### config.mk
export PLATFORM = sky130hd
export DESIGN_NAME = ww_outq
export DESIGN_NICKNAME = d
export VERILOG_FILES = /design/src/design/ww_pkg.sv /design/src/design/ww_outq.sv
export SDC_FILE = /design/constraint.sdc
export NUM_CORES = 1
export LEC_CHECK = 0
export BUFFER_PORTS_ARGS = -buffer_cell sky130_fd_sc_hd__buf_2
export CELL_PAD_IN_SITES_DETAIL_PLACEMENT = 1
export CELL_PAD_IN_SITES_GLOBAL_PLACEMENT = 1
export CORE_AREA = 2 2 55 57
export DETAILED_ROUTE_END_ITERATION = 8
export DIE_AREA = 0 0 57 59
export GPL_TIMING_DRIVEN = 0
export PLACE_DENSITY = 0.62
export RECOVER_POWER = 100
export SLEW_MARGIN = 20
export SYNTH_ARGS = -nofsm -noshare
export SYNTH_HDL_FRONTEND = slang
export SYNTH_SLANG_ARGS = --single-unit
### constraint.sdc
create_clock -name clk -period 1.6 [get_ports clk]
set_input_delay 0.08 -clock clk [delete_from_list [all_inputs] [get_ports clk]]
set_output_delay 0.08 -clock clk [all_outputs]
set_load 0.02 [all_outputs]
### src/design/ww_pkg.sv
// ----------------------------------------------------------------------------
// ww_pkg: shared types and constants for the Wireworld generation step
// Cell codes, request and result records, and the next-state rule.
// ----------------------------------------------------------------------------
package ww_pkg;

  localparam int MAX_WIDTH_DEF = 1024;
  localparam int GW_BITS       = 11;

  typedef logic [GW_BITS-1:0] gw_t;
  typedef logic [1:0]         cell_t;
  typedef logic [17:0]        win_t;

  localparam gw_t GW_RESET = 11'd1024;

  localparam cell_t CELL_EMPTY = 2'd0;
  localparam cell_t CELL_HEAD  = 2'd1;
  localparam cell_t CELL_TAIL  = 2'd2;
  localparam cell_t CELL_COND  = 2'd3;

  // Control for the cell that sits in the read-modify-write stage.
  typedef struct packed {
    logic  vld;
    logic  emit;
    logic  last;
    logic  fend;
    cell_t cell_val;
  } ww_req_t;

  typedef struct packed {
    cell_t next_state;
    logic  row_end;
    logic  frame_end_out;
  } ww_res_t;

  // Window: newest column in bits 5:0, oldest in 17:12; bottom cell lowest
  // within a column. The centre cell therefore lies at bits 9:8.
  function automatic cell_t ww_evolve(win_t win);
    cell_t       centre;
    cell_t       ev;
    logic [3:0]  heads;
    centre = win[9:8];
    heads  = '0;
    for (int i = 0; i < 9; i++) begin
      if (i != 4 && win[2*i +: 2] == CELL_HEAD) begin
        heads = heads + 4'd1;
      end
    end
    unique case (centre)
      CELL_EMPTY: ev = CELL_EMPTY;
      CELL_HEAD:  ev = CELL_TAIL;
      CELL_TAIL:  ev = CELL_COND;
      CELL_COND:  ev = (heads == 4'd1 || heads == 4'd2) ? CELL_HEAD : CELL_COND;
      default:    ev = CELL_EMPTY;
    endcase
    return ev;
  endfunction

endpackage

### src/design/ww_outq.sv
// ----------------------------------------------------------------------------
// ww_outq: result queue
// Three-entry queue that decouples the result channel from the pipeline.
// ----------------------------------------------------------------------------
module ww_outq import ww_pkg::*; (
  input  logic    clk,
  input  logic    rst_n,
  input  logic    push,
  input  ww_res_t push_data,
  input  logic    pend,
  output logic    space,
  output logic    out_valid,
  output ww_res_t out_data,
  input  logic    out_ready
);

  ww_res_t    q_r [3];
  logic [1:0] wp_r, rp_r, cnt_r;
  logic [1:0] wp_nxt, rp_nxt, cnt_nxt;
  logic       pop;

  always_comb begin
    pop       = (cnt_r != 2'd0) && out_ready;
    out_valid = (cnt_r != 2'd0);
    out_data  = q_r[rp_r];
    // Room must remain for the request still in the pipeline stage.
    space     = ({1'b0, cnt_r} + {2'b00, pend}) < 3'd3;
    wp_nxt    = push ? ((wp_r == 2'd2) ? 2'd0 : wp_r + 2'd1) : wp_r;
    rp_nxt    = pop  ? ((rp_r == 2'd2) ? 2'd0 : rp_r + 2'd1) : rp_r;
    unique case ({push, pop})
      2'b10:   cnt_nxt = cnt_r + 2'd1;
      2'b01:   cnt_nxt = cnt_r - 2'd1;
      default: cnt_nxt = cnt_r;
    endcase
  end

  always_ff @(posedge clk) begin
    if (!rst_n) begin
      wp_r  <= '0;
      rp_r  <= '0;
      cnt_r <= '0;
    end else begin
      wp_r  <= wp_nxt;
      rp_r  <= rp_nxt;
      cnt_r <= cnt_nxt;
    end
    if (push) begin
      q_r[wp_r] <= push_data;
    end
  end

  a_no_overflow: assert property (@(posedge clk) disable iff (!rst_n)
    push && !pop |-> cnt_r != 2'd3)
    else $error("result queue overflow");

endmodule

==> metrics.txt <==
setup violators final 0; clock slew at reported path FFs 0.12 ns; largest stage delay on the critical path 0.38 ns; Final Hold Vio Count 0; synthesized instance count 62; Post-CTS Repair Setup Buffers 0; upper clock frequency limit 667 MHz; # rows 19; register area share after synthesis 0.657; share of layout cells above drive strength 1 0.190; Avg Cell Area, Syn 12.8 um2; CP Launch Type register; CP Class register to output pin; post-route ant nets 0; Slew HR 0.524; VDD IR max around 0.00094 V; mapped cell area about 790 um2; DIE AREA 0.00336 mm2; Core Region 0.00271 mm2; Fill cells 308; diode count 0; starting DRC count in detailed routing 12; total track usage 0.104; CP Data Arrival Time 1.42 ns; worst path cell trace ha_1, ha_1, a21oi_1, buf_4; die height 59 um; first-pass GRT wire length 2.46 mm; Bufs on Longest Clock Path 2; gr ovfl total 0; iteration count of the initial detailed-routing pass 4; Top delay family on crit path adder cells; setup repair after global routing missed its margin false; maximum capacitance violations 0; Bufs and invs on worst path 1; final setup margin just over 0.1 ns; HP Class input pin to register; Distinct cells, synth 21; Tcrit/Tclk final 0.937; yosys warns 0; Nets 97; root buffer cell clkbuf_4; Setup crit end kind output pin; CTS Sinks 20; pwr dens 1450 mW/mm2; flop2flop setup slack 0.10 ns; Port Buffer Count 14; antenna violations before repair 0; initial core utilization 0.292; area grow syn2layout 26.1%; routability cong. 0.646; final setup TNS 0 ns; CTS HTree Levels 1; Clk Latency, worst-skew pair just over 0.3 ns; Worst Path Max Fanout 5; pin count of the biggest net entering global routing 13; #FFs+latches synth 20; CTS tree built; status finished, final reports clean; most frequent CP cell ha_1; vias in the first global route 547; CP max-delay cell dfxtp_2; Post-Place Setup Slack 0.0620 ns; WP data required 1.52 ns; syn_nets 74; WL final 1.38 mm; Boundary Pins 15; via count 538; final setup skew roughly 0.0062 ns; DRC viols 0; min Tclk post-route around 1.5 ns; slew of the pin with the lowest slew margin 0.708 ns; HPWL Detailed approximately 1.0 mm; max-slew violations 0; Pleak 0.369 nW; Die W 57 um; DR vias/cell 4.68; CTS Buf Count 3; Avg WL per Cell roughly 12 um
[path summary, 6_finish.rpt]
check,startpoint,to,depth (start not counted)
worst max-delay path,cnt_r[0]$_SDFFE_PN0P_,space,4
worst min register to register,rp_r[0]$_SDFFE_PN0N_,rp_r[0]$_SDFFE_PN0N_,2
worst max register to register,cnt_r[0]$_SDFFE_PN0P_,cnt_r[1]$_SDFFE_PN0P_,5
worst min-delay path,rst_n,wp_r[1]$_SDFFE_PN0P_,2
[cell type report]
cell class / count / area, um2 / area share
well taps: 31 / 38.8 / 0.0388
clock inverters: 1 / 30.0 / 0.0301
multi-input cells: 39 / 268 / 0.268
clock buffers: 3 / 22.5 / 0.0226
plain buffers: 1 / 3.75 / 0.00376
flip-flops and latches: 20 / 522 / 0.523
repair buffers: 18 / 106 / 0.107
inverters: 2 / 7.51 / 0.00752
[what timing repair did]
| action | in CTS | in global routing |
|---|---|---|
| hold buffers | 4 | 0 |
| endpoints found under the setup margin | 0 | 2 |
| gates resized for setup | 0 | 3 |
| endpoints found under the hold margin | 12 | 0 |
[cell usage in the layout (no fill, tap or decap), types with 2 or more instances in the layout]
cell type      count
dfxtp_1            7
a21boi_0           2
nor2_1             2
edfxtp_1          12
dlygate4sd3_1      4
buf_2              5
clkbuf_2           3
mux2i_1            4
nor2b_1            2
ha_1               3
or3_1              2
nand2_1            8
clkbuf_1           6
clkbuf_4           3
xnor2_1            2
o21ai_0            5
o21a_1             2
inv_1              2
[sequential cells by signal, summed over array words and instances (netlist names), named ones only]
name / count
cnt_r: 2
q_r: 12
rp_r: 2
wp_r: 2
[layer usage]
metal / track usage / vias up / wire (um)
li1: - / 264 / -
met1: 0.115 / 255 / 590
met2: 0.161 / 14 / 673
met3: 0.0393 / 5 / 64
met4: 0.0797 / 0 / 50
met5: 0 / - / 0
[per-stage QoR]
stage	cell area (um2)	hold WS [ns]	std cells	power [mW]	utilization
after floorplan	792	0.179	62	0.922	-
after global placement	901	0.280	107	1.02	0.332
after detailed placement	901	0.288	107	1.04	0.332
after CTS	993	0.0344	115	1.46	0.367
after global routing	998	0.0227	115	1.55	0.368
final	998	0.0457	115	1.45	0.368
[power breakdown]
part | internal (mW) | switching [mW]
Combinational | 0.172 | 0.200
Clock | 0.253 | 0.159
Sequential | 0.608 | 0.0588
Total | 1.03 | 0.418
[cell families (layout without fill, tap and decap cells)]
kind of cell / count (synthesis) / in the layout / synth area share
simple gates: 18 / 18 / 0.112
compound gates: 12 / 12 / 0.0963
xor+xnor: 2 / 2 / 0.0221
buf+inv: 3 / 25 / 0.0142
flops: 20 / 20 / 0.657
fa+ha+maj: 3 / 3 / 0.0474
mux: 4 / 4 / 0.0506
[cells in the mapped netlist, drive strengths merged]
master | count | share of area
nor2b | 2 | 0.016
a21oi | 1 | 0.0063
xnor2 | 2 | 0.022
nor3 | 1 | 0.0063
clkbuf | 1 | 0.0047
or3 | 2 | 0.016
dfxtp | 8 | 0.20
or2 | 1 | 0.0079
a21boi | 3 | 0.028
edfxtp | 12 | 0.45
mux2i | 4 | 0.051
or3b | 1 | 0.011
and2 | 1 | 0.0079
ha | 3 | 0.047
nor2 | 2 | 0.0095
nand2 | 8 | 0.038
o21a | 2 | 0.019
inv | 2 | 0.0095
o21ai | 6 | 0.043
(Power assumes the default switching activity.)
