$ cat config.mk
export PLATFORM = sky130hd
export DESIGN_NAME = ww_scan
export DESIGN_NICKNAME = d
export VERILOG_FILES = /design/src/design/ww_pkg.sv /design/src/design/ww_scan.sv
export SDC_FILE = /design/constraint.sdc
export NUM_CORES = 1
export LEC_CHECK = 0
export ABC_AREA = 1
export BUFFER_PORTS_ARGS = -buffer_cell sky130_fd_sc_hd__buf_2
export CORE_MARGIN = 2
export CORE_UTILIZATION = 55
export CTS_BUF_LIST = sky130_fd_sc_hd__clkbuf_16
export DETAILED_ROUTE_END_ITERATION = 7
export GPL_ROUTABILITY_DRIVEN = 0
export GPL_TIMING_DRIVEN = 0
export PLACE_DENSITY = 0.85
export SYNTH_ARGS = -nofsm -noshare
export SYNTH_HDL_FRONTEND = slang
export SYNTH_SLANG_ARGS = --single-unit
$ cat constraint.sdc
create_clock -name clk -period 3.65 [get_ports clk]
set_input_delay 0.73 -clock clk [delete_from_list [all_inputs] [get_ports clk]]
set_output_delay 0.73 -clock clk [all_outputs]
set_load 0.02 [all_outputs]
$ cat src/design/ww_pkg.sv
// ----------------------------------------------------------------------------
// ww_pkg: shared types and constants for the Wireworld generation step
// Cell codes, request and result records, and the next-state rule.
// ----------------------------------------------------------------------------
package ww_pkg;

  localparam int MAX_WIDTH_DEF = 1024;
  localparam int GW_BITS       = 11;

  typedef logic [GW_BITS-1:0] gw_t;
  typedef logic [1:0]         cell_t;
  typedef logic [17:0]        win_t;

  localparam gw_t GW_RESET = 11'd1024;

  localparam cell_t CELL_EMPTY = 2'd0;
  localparam cell_t CELL_HEAD  = 2'd1;
  localparam cell_t CELL_TAIL  = 2'd2;
  localparam cell_t CELL_COND  = 2'd3;

  // Control for the cell that sits in the read-modify-write stage.
  typedef struct packed {
    logic  vld;
    logic  emit;
    logic  last;
    logic  fend;
    cell_t cell_val;
  } ww_req_t;

  typedef struct packed {
    cell_t next_state;
    logic  row_end;
    logic  frame_end_out;
  } ww_res_t;

  // Window: newest column in bits 5:0, oldest in 17:12; bottom cell lowest
  // within a column. The centre cell therefore lies at bits 9:8.
  function automatic cell_t ww_evolve(win_t win);
    cell_t       centre;
    cell_t       ev;
    logic [3:0]  heads;
    centre = win[9:8];
    heads  = '0;
    for (int i = 0; i < 9; i++) begin
      if (i != 4 && win[2*i +: 2] == CELL_HEAD) begin
        heads = heads + 4'd1;
      end
    end
    unique case (centre)
      CELL_EMPTY: ev = CELL_EMPTY;
      CELL_HEAD:  ev = CELL_TAIL;
      CELL_TAIL:  ev = CELL_COND;
      CELL_COND:  ev = (heads == 4'd1 || heads == 4'd2) ? CELL_HEAD : CELL_COND;
      default:    ev = CELL_EMPTY;
    endcase
    return ev;
  endfunction

endpackage

$ cat src/design/ww_scan.sv
// ----------------------------------------------------------------------------
// ww_scan: raster position tracking
// Keeps the column and row counts, issues the row store read address and
// registers the request for the read-modify-write stage.
// ----------------------------------------------------------------------------
module ww_scan import ww_pkg::*; #(
  parameter int MAX_WIDTH = MAX_WIDTH_DEF
) (
  input  logic                         clk,
  input  logic                         rst_n,
  input  logic                         acc,
  input  cell_t                        cell_in,
  input  logic                         fend,
  input  logic [$clog2(MAX_WIDTH)-1:0] lastcol,
  output logic [$clog2(MAX_WIDTH)-1:0] rd_addr,
  output ww_req_t                      req,
  output logic [$clog2(MAX_WIDTH)-1:0] col
);

  localparam int CW = $clog2(MAX_WIDTH);

  logic [CW-1:0] cnt_r, cnt_nxt;
  logic [CW-1:0] col_r, cur_col;
  logic [1:0]    rows_r, rows_nxt;
  logic          last, emit;
  ww_req_t       req_r, req_nxt;

  always_comb begin
    // A count past the last column (width lowered mid-row) ends the row.
    cur_col = (cnt_r > lastcol) ? lastcol : cnt_r;
    last    = (cur_col == lastcol);
    emit    = (rows_r == 2'd2) && (cur_col >= CW'(2));
    cnt_nxt  = cnt_r;
    rows_nxt = rows_r;
    if (acc) begin
      priority if (fend) begin
        cnt_nxt  = '0;
        rows_nxt = '0;
      end else if (last) begin
        cnt_nxt  = '0;
        if (rows_r != 2'd2) begin
          rows_nxt = rows_r + 2'd1;
        end
      end else begin
        cnt_nxt = cur_col + CW'(1);
      end
    end
    req_nxt = '{vld: acc, emit: emit, last: last, fend: fend, cell_val: cell_in};
  end

  always_ff @(posedge clk) begin
    if (!rst_n) begin
      cnt_r  <= '0;
      rows_r <= '0;
      req_r  <= '0;
    end else begin
      cnt_r  <= cnt_nxt;
      rows_r <= rows_nxt;
      req_r  <= req_nxt;
    end
    if (acc) begin
      col_r <= cur_col;
    end
  end

  assign rd_addr = cur_col;
  assign req     = req_r;
  assign col     = col_r;

  a_col_in_row: assert property (@(posedge clk) disable iff (!rst_n)
    req_r.vld |-> col_r <= lastcol)
    else $error("request column beyond the last column");

endmodule

==> reports/summary.txt <==
====================================================================================================
Status                                                                                  complete, no violations
Post-CTS sizing                                                                                    0
Library cell with the largest summed area after synthesis                                    dfxtp_1
Count of pins on the block boundary                                                               42
Final number of setup-violating endpoints                                                          0
Max FO, Critical Path                                                                             10
Top cells by area in the synthesized netlist                                            dfxtp_1 (17%), edfxtp_1 (14%), nand2_1 (13%)
Class of the most critical hold timing path                                             register to register
Antenna diode instance count                                                                       0
Slew Viols, Final                                                                                  0
First-pass GRT wire length                                                                   7.27 mm
Sequential cell area                                                                         661 um2
Ratio of final minimum period to clock period                                                  88.4%
Inserted Clock Buffers                                                                             3
Crit path capture type                                                                   output port
Critical path data required time                                                             2.92 ns
Die H                                                                                        65.5 um
Met3 wire length                                                                              188 um
Crit Path Category                                                                      primary input to output port
Clock root cell                                                                            clkbuf_16
Share of post-route cells with drive strength above 1                                          27.2%
WL/cell                                                                                      12.0 um
Longest Clk Path Bufs                                                                              2
Number of standard cells after synthesis                                                         275
Number of detailed-route iterations in the first pass                                              4
Count of standard-cell rows                                                                       22
Final Skew                                                                                0.00498 ns
Final Non-Filler Cells                                                                           368
Filler Cell Count                                                                                306
Max layer used                                                                                  met4
Via count of the first global-routing pass                                                     1,661
Number of synthesis warnings                                                                       0
Post-route minimum period                                                                    3.23 ns
Maxcap violations                                                                                  0
Net count, final                                                                                 350
Number of levels the H-tree was split into                                                         1
Antenna violations before repair                                                                   0
Die Footprint                                                                               4290 um2
Post-synth EDFFs                                                                                  10
Post-Synthesis Net Count                                                                         304
Via density per instance                                                                        5.25
Count of endpoints failing hold in the final timing report                                         0
Total power density per cell area                                                         274 nW/um2
Num Clock Sinks                                                                                   28
Area used by multi-input combinational logic                                                1200 um2
Fraction of synthesis flops using an asynchronous set or reset pin                                0%
Most numerous cell types in the synthesized netlist                                     nand2_1 (74), inv_1 (37), nand3_1 (23)
Remaining antenna violation count after routing                                                    0
Library cell with the highest instance count after synthesis                                 nand2_1
Maximum vdd drop                                                                              247 uV
WL met2                                                                                      2.20 mm
Core footprint                                                                              3660 um2
Residual DRC count                                                                                 0
Average cell area after synthesis                                                           7.56 um2
Die outline width                                                                            65.5 um
Grt ovf                                                                                            0
Initial core utilization                                                                       56.8%
Setup TNS Final                                                                                 0 ns
Maximum number of pins on one net before global-route repair                                      16
Detailed-placement wirelength estimate                                                       3.53 mm
Startpoint class of the critical path                                                   primary input
Area fraction of the dominant cell type after synthesis                                        17.3%
Post-synthesis to final-layout area growth                                                     16.5%
Final hold slack                                                                            0.476 ns
Post-Route M1 WL                                                                             1.98 mm
Total wirelength of the detailed-routed design                                               4.43 mm
Total routing usage reported by global routing                                                 21.7%
Unrepaired setup endpoints after global routing                                                false
CTS tree                                                                                        done
Via total after detailed routing                                                               1,932
Top achievable clock speed                                                                   310 MHz
Placed insts                                                                                     364
Worst skew pair latency                                                                      0.26 ns
Hold buffer count at cts                                                                           0
Setup Buffers After CTS                                                                            0
Clock-pin slew reported for the worst setup and hold paths after clock tree synthesis        0.06 ns
Main flop type after synthesis                                                               dfxtp_1
Slew at the pin closest to its max-slew limit                                               0.451 ns
Area of the mapped netlist                                                                  2080 um2
DRC marker count from the first detailed-route iteration                                         119
Buffers on Ports                                                                                  41
Leakage power total                                                                          1.22 nW
Max transition margin                                                                          69.9%
Number of flip-flops and latches in the synthesized netlist                                       28
Yosys cell types                                                                                  33
Arrival time of data at the critical path endpoint                                           2.50 ns
Sequential fraction of the synthesis area                                                      31.8%
====================================================================================================
cell type report:
type | instances | share of cell area (%)
clock buffer | 3 | 3.10
tap | 48 | 2.48
buffer | 7 | 2.37
timing repair buffer | 41 | 8.47
sequential | 28 | 27.3
clock inverter | 1 | 0.155
multi-input combinational | 198 | 49.7
inverter | 42 | 6.50
final timing paths:
| kind | start | cells past startpoint | slack, ns | endpoint |
|---|---|---|---|---|
| min reg2reg | rows_r[1]$_SDFFE_PN0P_ | 2 | 0.48 | rows_r[1]$_SDFFE_PN0P_ |
| min | rows_r[1]$_SDFFE_PN0P_ | 2 | 0.48 | rows_r[1]$_SDFFE_PN0P_ |
| max reg2reg | cnt_r[8]$_SDFFE_PN0P_ | 16 | 0.91 | cnt_r[8]$_SDFFE_PN0P_ |
| max | lastcol[5] | 13 | 0.42 | rd_addr[9] |
critical path, stage by stage:
cell and delay (ns):
buf_2 0.11, inv_1 0.09, ha_1 0.33, a21oi_1 0.18
nand2_1 0.08, nand2_1 0.09, nand3_4 0.13, nand2_4 0.12
buf_6 0.15, nand2_1 0.06, nand2_1 0.07, nand2_1 0.14
buf_2 0.20
routing by layer:
metal	vias to the layer above	global-route usage, %
met2	51	38.3
met3	6	4.11
li1	976	-
met1	899	27.7
met5	-	0
met4	0	4.17
flip-flops by register name (all words and copies together) (netlist names):
signal / count
col: 10
req: 6
rows_r: 2
cnt_r: 10
placed cells by master (no fill, tap or decap), types with 3 or more instances in the layout:
cell type,instances
inv_1,38
nor2_1,16
nand3b_1,4
nand2_1,74
ha_1,13
clkbuf_16,3
nor2_4,5
nand4_1,10
a21oi_1,14
o21ai_4,3
edfxtp_1,10
nand2_4,12
nand3_1,23
nand2_2,9
dfxtp_1,18
buf_2,41
nor3_1,3
inv_2,4
logic make-up after synthesis:
group / after synthesis / synth area share [%]
compound gates: 23 / 7.70
xor+xnor: 2 / 0.843
fa+ha+maj: 13 / 7.82
buf+inv: 49 / 10.3
flops: 28 / 31.8
simple gates: 160 / 41.5
metrics by stage:
stage	setup slack, ns	power, mW	cell area, um2	utilization, %
global route	0.306	0.690	2420	66.2
global placement	0.415	0.423	2340	64.0
finish	0.424	0.665	2420	66.2
CTS	0.416	0.666	2420	66.2
detailed placement	0.369	0.426	2340	64.0
floorplan	0.707	0.395	2080	-
report_power, final:
group,total [mW],internal [mW],switching (mW)
logic,0.0848,0.0276,0.0572
registers,0.334,0.331,0.00281
clock network,0.247,0.147,0.100
total,0.665,0.505,0.160
(Power assumes the default switching activity.)
