==> src/design/ww_pkg.sv <==
// ----------------------------------------------------------------------------
// ww_pkg: shared types and constants for the Wireworld generation step
// Cell codes, request and result records, and the next-state rule.
// ----------------------------------------------------------------------------
package ww_pkg;

  localparam int MAX_WIDTH_DEF = 1024;
  localparam int GW_BITS       = 11;

  typedef logic [GW_BITS-1:0] gw_t;
  typedef logic [1:0]         cell_t;
  typedef logic [17:0]        win_t;

  localparam gw_t GW_RESET = 11'd1024;

  localparam cell_t CELL_EMPTY = 2'd0;
  localparam cell_t CELL_HEAD  = 2'd1;
  localparam cell_t CELL_TAIL  = 2'd2;
  localparam cell_t CELL_COND  = 2'd3;

  // Control for the cell that sits in the read-modify-write stage.
  typedef struct packed {
    logic  vld;
    logic  emit;
    logic  last;
    logic  fend;
    cell_t cell_val;
  } ww_req_t;

  typedef struct packed {
    cell_t next_state;
    logic  row_end;
    logic  frame_end_out;
  } ww_res_t;

  // Window: newest column in bits 5:0, oldest in 17:12; bottom cell lowest
  // within a column. The centre cell therefore lies at bits 9:8.
  function automatic cell_t ww_evolve(win_t win);
    cell_t       centre;
    cell_t       ev;
    logic [3:0]  heads;
    centre = win[9:8];
    heads  = '0;
    for (int i = 0; i < 9; i++) begin
      if (i != 4 && win[2*i +: 2] == CELL_HEAD) begin
        heads = heads + 4'd1;
      end
    end
    unique case (centre)
      CELL_EMPTY: ev = CELL_EMPTY;
      CELL_HEAD:  ev = CELL_TAIL;
      CELL_TAIL:  ev = CELL_COND;
      CELL_COND:  ev = (heads == 4'd1 || heads == 4'd2) ? CELL_HEAD : CELL_COND;
      default:    ev = CELL_EMPTY;
    endcase
    return ev;
  endfunction

endpackage

==> src/design/ww_core.sv <==
// ----------------------------------------------------------------------------
// ww_core: read-modify-write stage
// Merges the row store entry with the new cell, shifts the 3x3 window,
// writes the shifted column back and evaluates the centre cell.
// ----------------------------------------------------------------------------
module ww_core import ww_pkg::*; #(
  parameter int MAX_WIDTH = MAX_WIDTH_DEF
) (
  input  logic                         clk,
  input  logic                         rst_n,
  input  logic                         acc,
  input  logic [$clog2(MAX_WIDTH)-1:0] rd_addr,
  input  ww_req_t                      req,
  input  logic [$clog2(MAX_WIDTH)-1:0] col,
  input  logic [3:0]                   rd_data,
  output logic                         we,
  output logic [$clog2(MAX_WIDTH)-1:0] waddr,
  output logic [3:0]                   wdata,
  output logic                         push,
  output ww_res_t                      res
);

  localparam int CW = $clog2(MAX_WIDTH);

  logic       fwd_r;
  logic [3:0] fwd_data_r;
  logic [3:0] entry;
  cell_t      top, mid;
  win_t       win_r, win_nxt, win_cur;

  always_comb begin
    // A read issued while the same entry is being written sees stale data.
    entry   = fwd_r ? fwd_data_r : rd_data;
    top     = entry[3:2];
    mid     = entry[1:0];
    win_cur = {win_r[11:0], top, mid, req.cell_val};
    we      = req.vld;
    waddr   = col;
    wdata   = {mid, req.cell_val};
    push    = req.vld && req.emit;
    res     = '{next_state: ww_evolve(win_cur), row_end: req.last,
                frame_end_out: req.fend};
    win_nxt = win_r;
    if (req.vld) begin
      win_nxt = req.fend ? '0 : win_cur;
    end
  end

  always_ff @(posedge clk) begin
    if (!rst_n) begin
      win_r <= '0;
      fwd_r <= 1'b0;
    end else begin
      win_r <= win_nxt;
      fwd_r <= acc && req.vld && (rd_addr == col);
    end
    fwd_data_r <= wdata;
  end

  a_emit_col: assert property (@(posedge clk) disable iff (!rst_n)
    push |-> col >= CW'(2))
    else $error("result emitted for a border column");

endmodule

==> config.mk <==
export PLATFORM = sky130hd
export DESIGN_NAME = ww_core
export DESIGN_NICKNAME = d
export VERILOG_FILES = /design/src/design/ww_pkg.sv /design/src/design/ww_core.sv
export SDC_FILE = /design/constraint.sdc
export NUM_CORES = 1
export LEC_CHECK = 0
export BUFFER_PORTS_ARGS = -buffer_cell sky130_fd_sc_hd__buf_2
export CAP_MARGIN = 20
export CORE_AREA = 10 10 67 69
export CTS_BUF_LIST = sky130_fd_sc_hd__clkbuf_8
export CTS_CLUSTER_SIZE = 12
export DETAILED_ROUTE_END_ITERATION = 7
export DIE_AREA = 0 0 77 79
export GPL_ROUTABILITY_DRIVEN = 0
export MAX_ROUTING_LAYER = met4
export PLACE_DENSITY = 0.73
export SYNTH_ARGS = -nofsm -noshare
export SYNTH_HDL_FRONTEND = slang
export SYNTH_SLANG_ARGS = --single-unit
==> constraint.sdc <==
create_clock -name clk -period 5.66 [get_ports clk]
set_input_delay 0.283 -clock clk [delete_from_list [all_inputs] [get_ports clk]]
set_output_delay 0.283 -clock clk [all_outputs]
set_load 0.005 [all_outputs]
==> impl_summary.log <==
INFO  metric net-switching-power = 0.08242 mW
INFO  metric netlist.top_cell.by_area = sky130_fd_sc_hd__dfxtp_1
INFO  metric port-buffer-count = 50
INFO  metric timing.critical_path.fanout_max = 6
INFO  metric synth.avg_cell_area = 8.371 um^2
INFO  metric synth_top_family_by_area = simple AND/OR/NAND/NOR gates
INFO  metric worst_hold_slack = 0.1801 ns
INFO  metric critPathKind = reg -> out
INFO  metric grt.total_usage = 0.1066
INFO  metric start_kind = flip-flop
INFO  metric min-delay-start = req[1]
INFO  metric worst_slew_pin_slew = 0.4290 ns
INFO  metric vias = 1157
INFO  metric clkLatencyLatePin = 0.25 ns
INFO  metric cts_post_setup_buffers_inserted = 0
INFO  metric rsz_0062_raised_after_global_routing = false
INFO  metric synth_xor_xnor_area_share = 0.1815
INFO  metric ys_dominant_reg_cell = sky130_fd_sc_hd__dfxtp_1
INFO  metric detail_route.first_pass.iterations = 4
INFO  metric p_sw_frac = 0.2796
INFO  metric post_cts_resize_count = 0
INFO  metric synth-adder-area-share = 0.06228
INFO  metric r2r-end = win_r[2]$_SDFFE_PN0P_
INFO  metric clkPwrFrac = 0.290
INFO  metric clock-skew-final = 0.002408 ns
INFO  metric critical_path.endpoint_type = primary output
INFO  metric max_slew_margin = 0.7129
INFO  metric synth.top_cells.by_count = 17 x sky130_fd_sc_hd__dfxtp_1, 16 x sky130_fd_sc_hd__nand2_1, 15 x sky130_fd_sc_hd__buf_4, 15 x sky130_fd_sc_hd__inv_1, 12 x sky130_fd_sc_hd__and2_1
INFO  metric fmax = 193.1 MHz
INFO  metric timing.final.hold_violations = 0
INFO  metric setup_viol = 0
INFO  metric hp-class = in -> reg
INFO  metric synth.most_common_cell = sky130_fd_sc_hd__dfxtp_1
INFO  metric maxCapViolations = 0
INFO  metric timing.critical_path.arrival = 4.89 ns
INFO  metric drive_above_1_share = 0.3035
INFO  metric fin_setup_tns = 0 ns
INFO  metric synthDistinctLibCells = 37
INFO  metric synth_simple_gate_area_frac = 0.2358
INFO  metric rrSetupSlack = 4.45 ns
INFO  metric cts_hold_repair.buffers = 0
INFO  metric hpwlAfterDp = 2683 um
INFO  metric worst_hold_path.endpoint = fwd_data_r[1]$_DFF_P_
INFO  metric post-synth-top-area-fraction = 0.2420
INFO  metric reg2regPathDepth = 3
INFO  metric syn-instance-count = 168
INFO  metric grt_max_degree = 24
INFO  metric power_dens_cells = 182.4 nW/um^2
INFO  metric relative_contribution_of_sequential_cells_to_total_power = 0.427
INFO  metric antenna_diode_count = 0
INFO  metric worst_hold_path.num_cells = 1
INFO  metric post-route-period-util = 0.9148
INFO  metric synth_seq_cells = 17
INFO  metric grt_first_pass_wirelength = 5285 um
INFO  metric fp.dieH = 79 um
INFO  metric design.final.nets = 242
INFO  metric status = finished, final reports clean
INFO  metric starting_density_of_the_core = 0.4352
INFO  metric clock_sinks = 17
INFO  metric combPwrFrac = 0.283
INFO  metric cellLeakagePower = 0.7186 nW
INFO  metric synth_seq_area_share = 0.2420
INFO  metric fin_crit = 5.178 ns
INFO  metric synth_area_leaders = sky130_fd_sc_hd__dfxtp_1 24%, sky130_fd_sc_hd__buf_4 8.0%, sky130_fd_sc_hd__xor2_1 6.9%
INFO  metric fp.coreArea = 3232 um^2
INFO  metric muxShareOfSynthArea = 0.04359
INFO  metric boundaryPins = 53
INFO  metric timing_max_transition_violations_final = 0
INFO  metric ant_nets = 0
INFO  metric dieArea = 6083 um^2
INFO  metric floorplan.rows = 21
INFO  metric postRouteWirelength = 3116 um
INFO  metric horizontal_die_dimension = 77 um
INFO  metric synth_edf_count = 0
INFO  metric clk_path_buf_depth = 2
INFO  metric synth_compound_gate_area_share = 0.09342
INFO  metric detail_route.drc_violations = 0
INFO  metric clkTransAtPathRegs = 0.06 ns
INFO  metric n_fill_cell = 323
INFO  metric clk_root_buffer_cell = sky130_fd_sc_hd__clkbuf_8
INFO  metric yosysWarnings = 0
INFO  metric internal_power = 0.2124 mW
INFO  metric mappedNetlistArea = 1406 um^2
INFO  metric worst_ir_drop_vdd = 0.1461 mV
INFO  metric synthToLayoutAreaGrowth = 14.95%
INFO  metric critPathRequiredTime = 5.38 ns
INFO  metric cts_inserted_buffers = 3
INFO  metric postSynth.asyncResetShare = 0
INFO  metric number_of_antenna_violations_at_the_first_check_in_global_routing = 0
INFO  metric grt_pass1_vias = 1264
INFO  metric cts_h_tree_depth = 1
INFO  metric cts_tree = done
INFO  metric r2r_start = fwd_r$_SDFF_PN0_
INFO  metric syn-num-nets = 208
INFO  metric post_dr_wirelength_cell = 12.62 um
INFO  metric post_drt_via_cell_ratio = 4.684
INFO  metric drc_violation_total_after_the_first_tritonroute_iteration = 43
INFO  metric grt_overflow = 0
through the flow:
| step | util | instances | power [mW] | worst slack (ns) | area (um^2) |
|---|---|---|---|---|---|
| finish | 0.5002 | 247 | 0.2948 | 0.4822 | 1617 |
| global route | 0.5002 | 247 | 0.3189 | 0.04975 | 1617 |
| CTS | 0.5002 | 247 | 0.3003 | 0.4724 | 1617 |
| detailed placement | 0.4863 | 243 | 0.2131 | 0.7517 | 1572 |
| global placement | 0.4863 | 243 | 0.2101 | 0.9255 | 1572 |
| floorplan | - | 168 | 0.1898 | 1.317 | 1406 |
sequential cells by signal, summed over array words and instances, names as in the netlist:
register	count
fwd_r	1
fwd_data_r	4
win_r	12
cell usage in the layout, fill, tap and decap left out, types with 5 or more instances in the layout:
master | Yosys | layout
sky130_fd_sc_hd__o22ai_1 | 10 | 10
sky130_fd_sc_hd__buf_2 | 0 | 50
sky130_fd_sc_hd__inv_1 | 15 | 16
sky130_fd_sc_hd__nor2b_1 | 6 | 6
sky130_fd_sc_hd__dfxtp_1 | 17 | 17
sky130_fd_sc_hd__nor2_1 | 8 | 8
sky130_fd_sc_hd__mux2i_1 | 5 | 5
sky130_fd_sc_hd__xnor2_1 | 9 | 9
sky130_fd_sc_hd__nand2_1 | 16 | 16
sky130_fd_sc_hd__ha_1 | 7 | 7
sky130_fd_sc_hd__xor2_1 | 11 | 11
sky130_fd_sc_hd__and2_1 | 12 | 12
worst max path at each step:
stage,from,end,slack [ns]
after detailed placement,fwd_r$_SDFF_PN0_,res[3],0.75
after global placement,fwd_r$_SDFF_PN0_,res[3],0.93
final,fwd_r$_SDFF_PN0_,res[3],0.48
after floorplan,fwd_r$_SDFF_PN0_,res[3],1.32
after CTS,fwd_r$_SDFF_PN0_,res[3],0.47
after global routing,fwd_r$_SDFF_PN0_,res[3],0.05
worst max-delay path, cell delays in order (launching register included):
cell and delay (ns):
sky130_fd_sc_hd__dfxtp_1 0.48, sky130_fd_sc_hd__mux2i_1 0.34, sky130_fd_sc_hd__inv_1 0.12, sky130_fd_sc_hd__nand2_1 0.11, sky130_fd_sc_hd__inv_1 0.05, sky130_fd_sc_hd__ha_1 0.18
sky130_fd_sc_hd__nand3b_1 0.19, sky130_fd_sc_hd__and2_1 0.16, sky130_fd_sc_hd__ha_1 0.27, sky130_fd_sc_hd__nand3b_1 0.11, sky130_fd_sc_hd__nand2_1 0.09, sky130_fd_sc_hd__ha_1 0.30
sky130_fd_sc_hd__nor2_1 0.15, sky130_fd_sc_hd__nor2_1 0.06, sky130_fd_sc_hd__ha_1 0.27, sky130_fd_sc_hd__nand2_1 0.05, sky130_fd_sc_hd__o31ai_1 0.12, sky130_fd_sc_hd__ha_1 0.30
sky130_fd_sc_hd__mux2_2 0.29, sky130_fd_sc_hd__ha_1 0.19, sky130_fd_sc_hd__nand2_1 0.07, sky130_fd_sc_hd__xnor2_1 0.06, sky130_fd_sc_hd__or3_1 0.30, sky130_fd_sc_hd__o32a_1 0.28
sky130_fd_sc_hd__buf_2 0.12
cell families after synthesis:
group | count (synthesis)
AND/OR/NAND/NOR | 60
buffers and inverters | 36
XOR/XNOR | 24
AO/OA/AOI/OAI | 18
flip-flops | 17
adder cells (fa/ha/maj) | 7
multiplexers | 6
power by group through the flow:
stage               registers [mW]  logic [mW]  clock network, mW
CTS                          0.126      0.0848             0.0896
global route                 0.126      0.0953             0.0972
global placement             0.128      0.0816                  0
finish                       0.126      0.0834             0.0854
detailed placement           0.129      0.0845                  0
floorplan                    0.128      0.0621                  0
layout make-up:
type | instances | area (um^2) | area share
clock buffers | 3 | 41.29 | 0.02554
clock inverters | 1 | 3.754 | 0.002322
inverters | 15 | 56.30 | 0.03483
multi-input cells | 115 | 867.1 | 0.5364
flip-flops and latches | 17 | 340.3 | 0.2105
well taps | 46 | 57.56 | 0.03560
repair buffers | 50 | 250.2 | 0.1548
per-layer routing:
layer | track usage | share of wire
met5 | - | 0
met4 | 0.04380 | 0.0067
met3 | 0.01577 | 0.032
met2 | 0.1830 | 0.49
met1 | 0.1223 | 0.47
(Power assumes the default switching activity.)
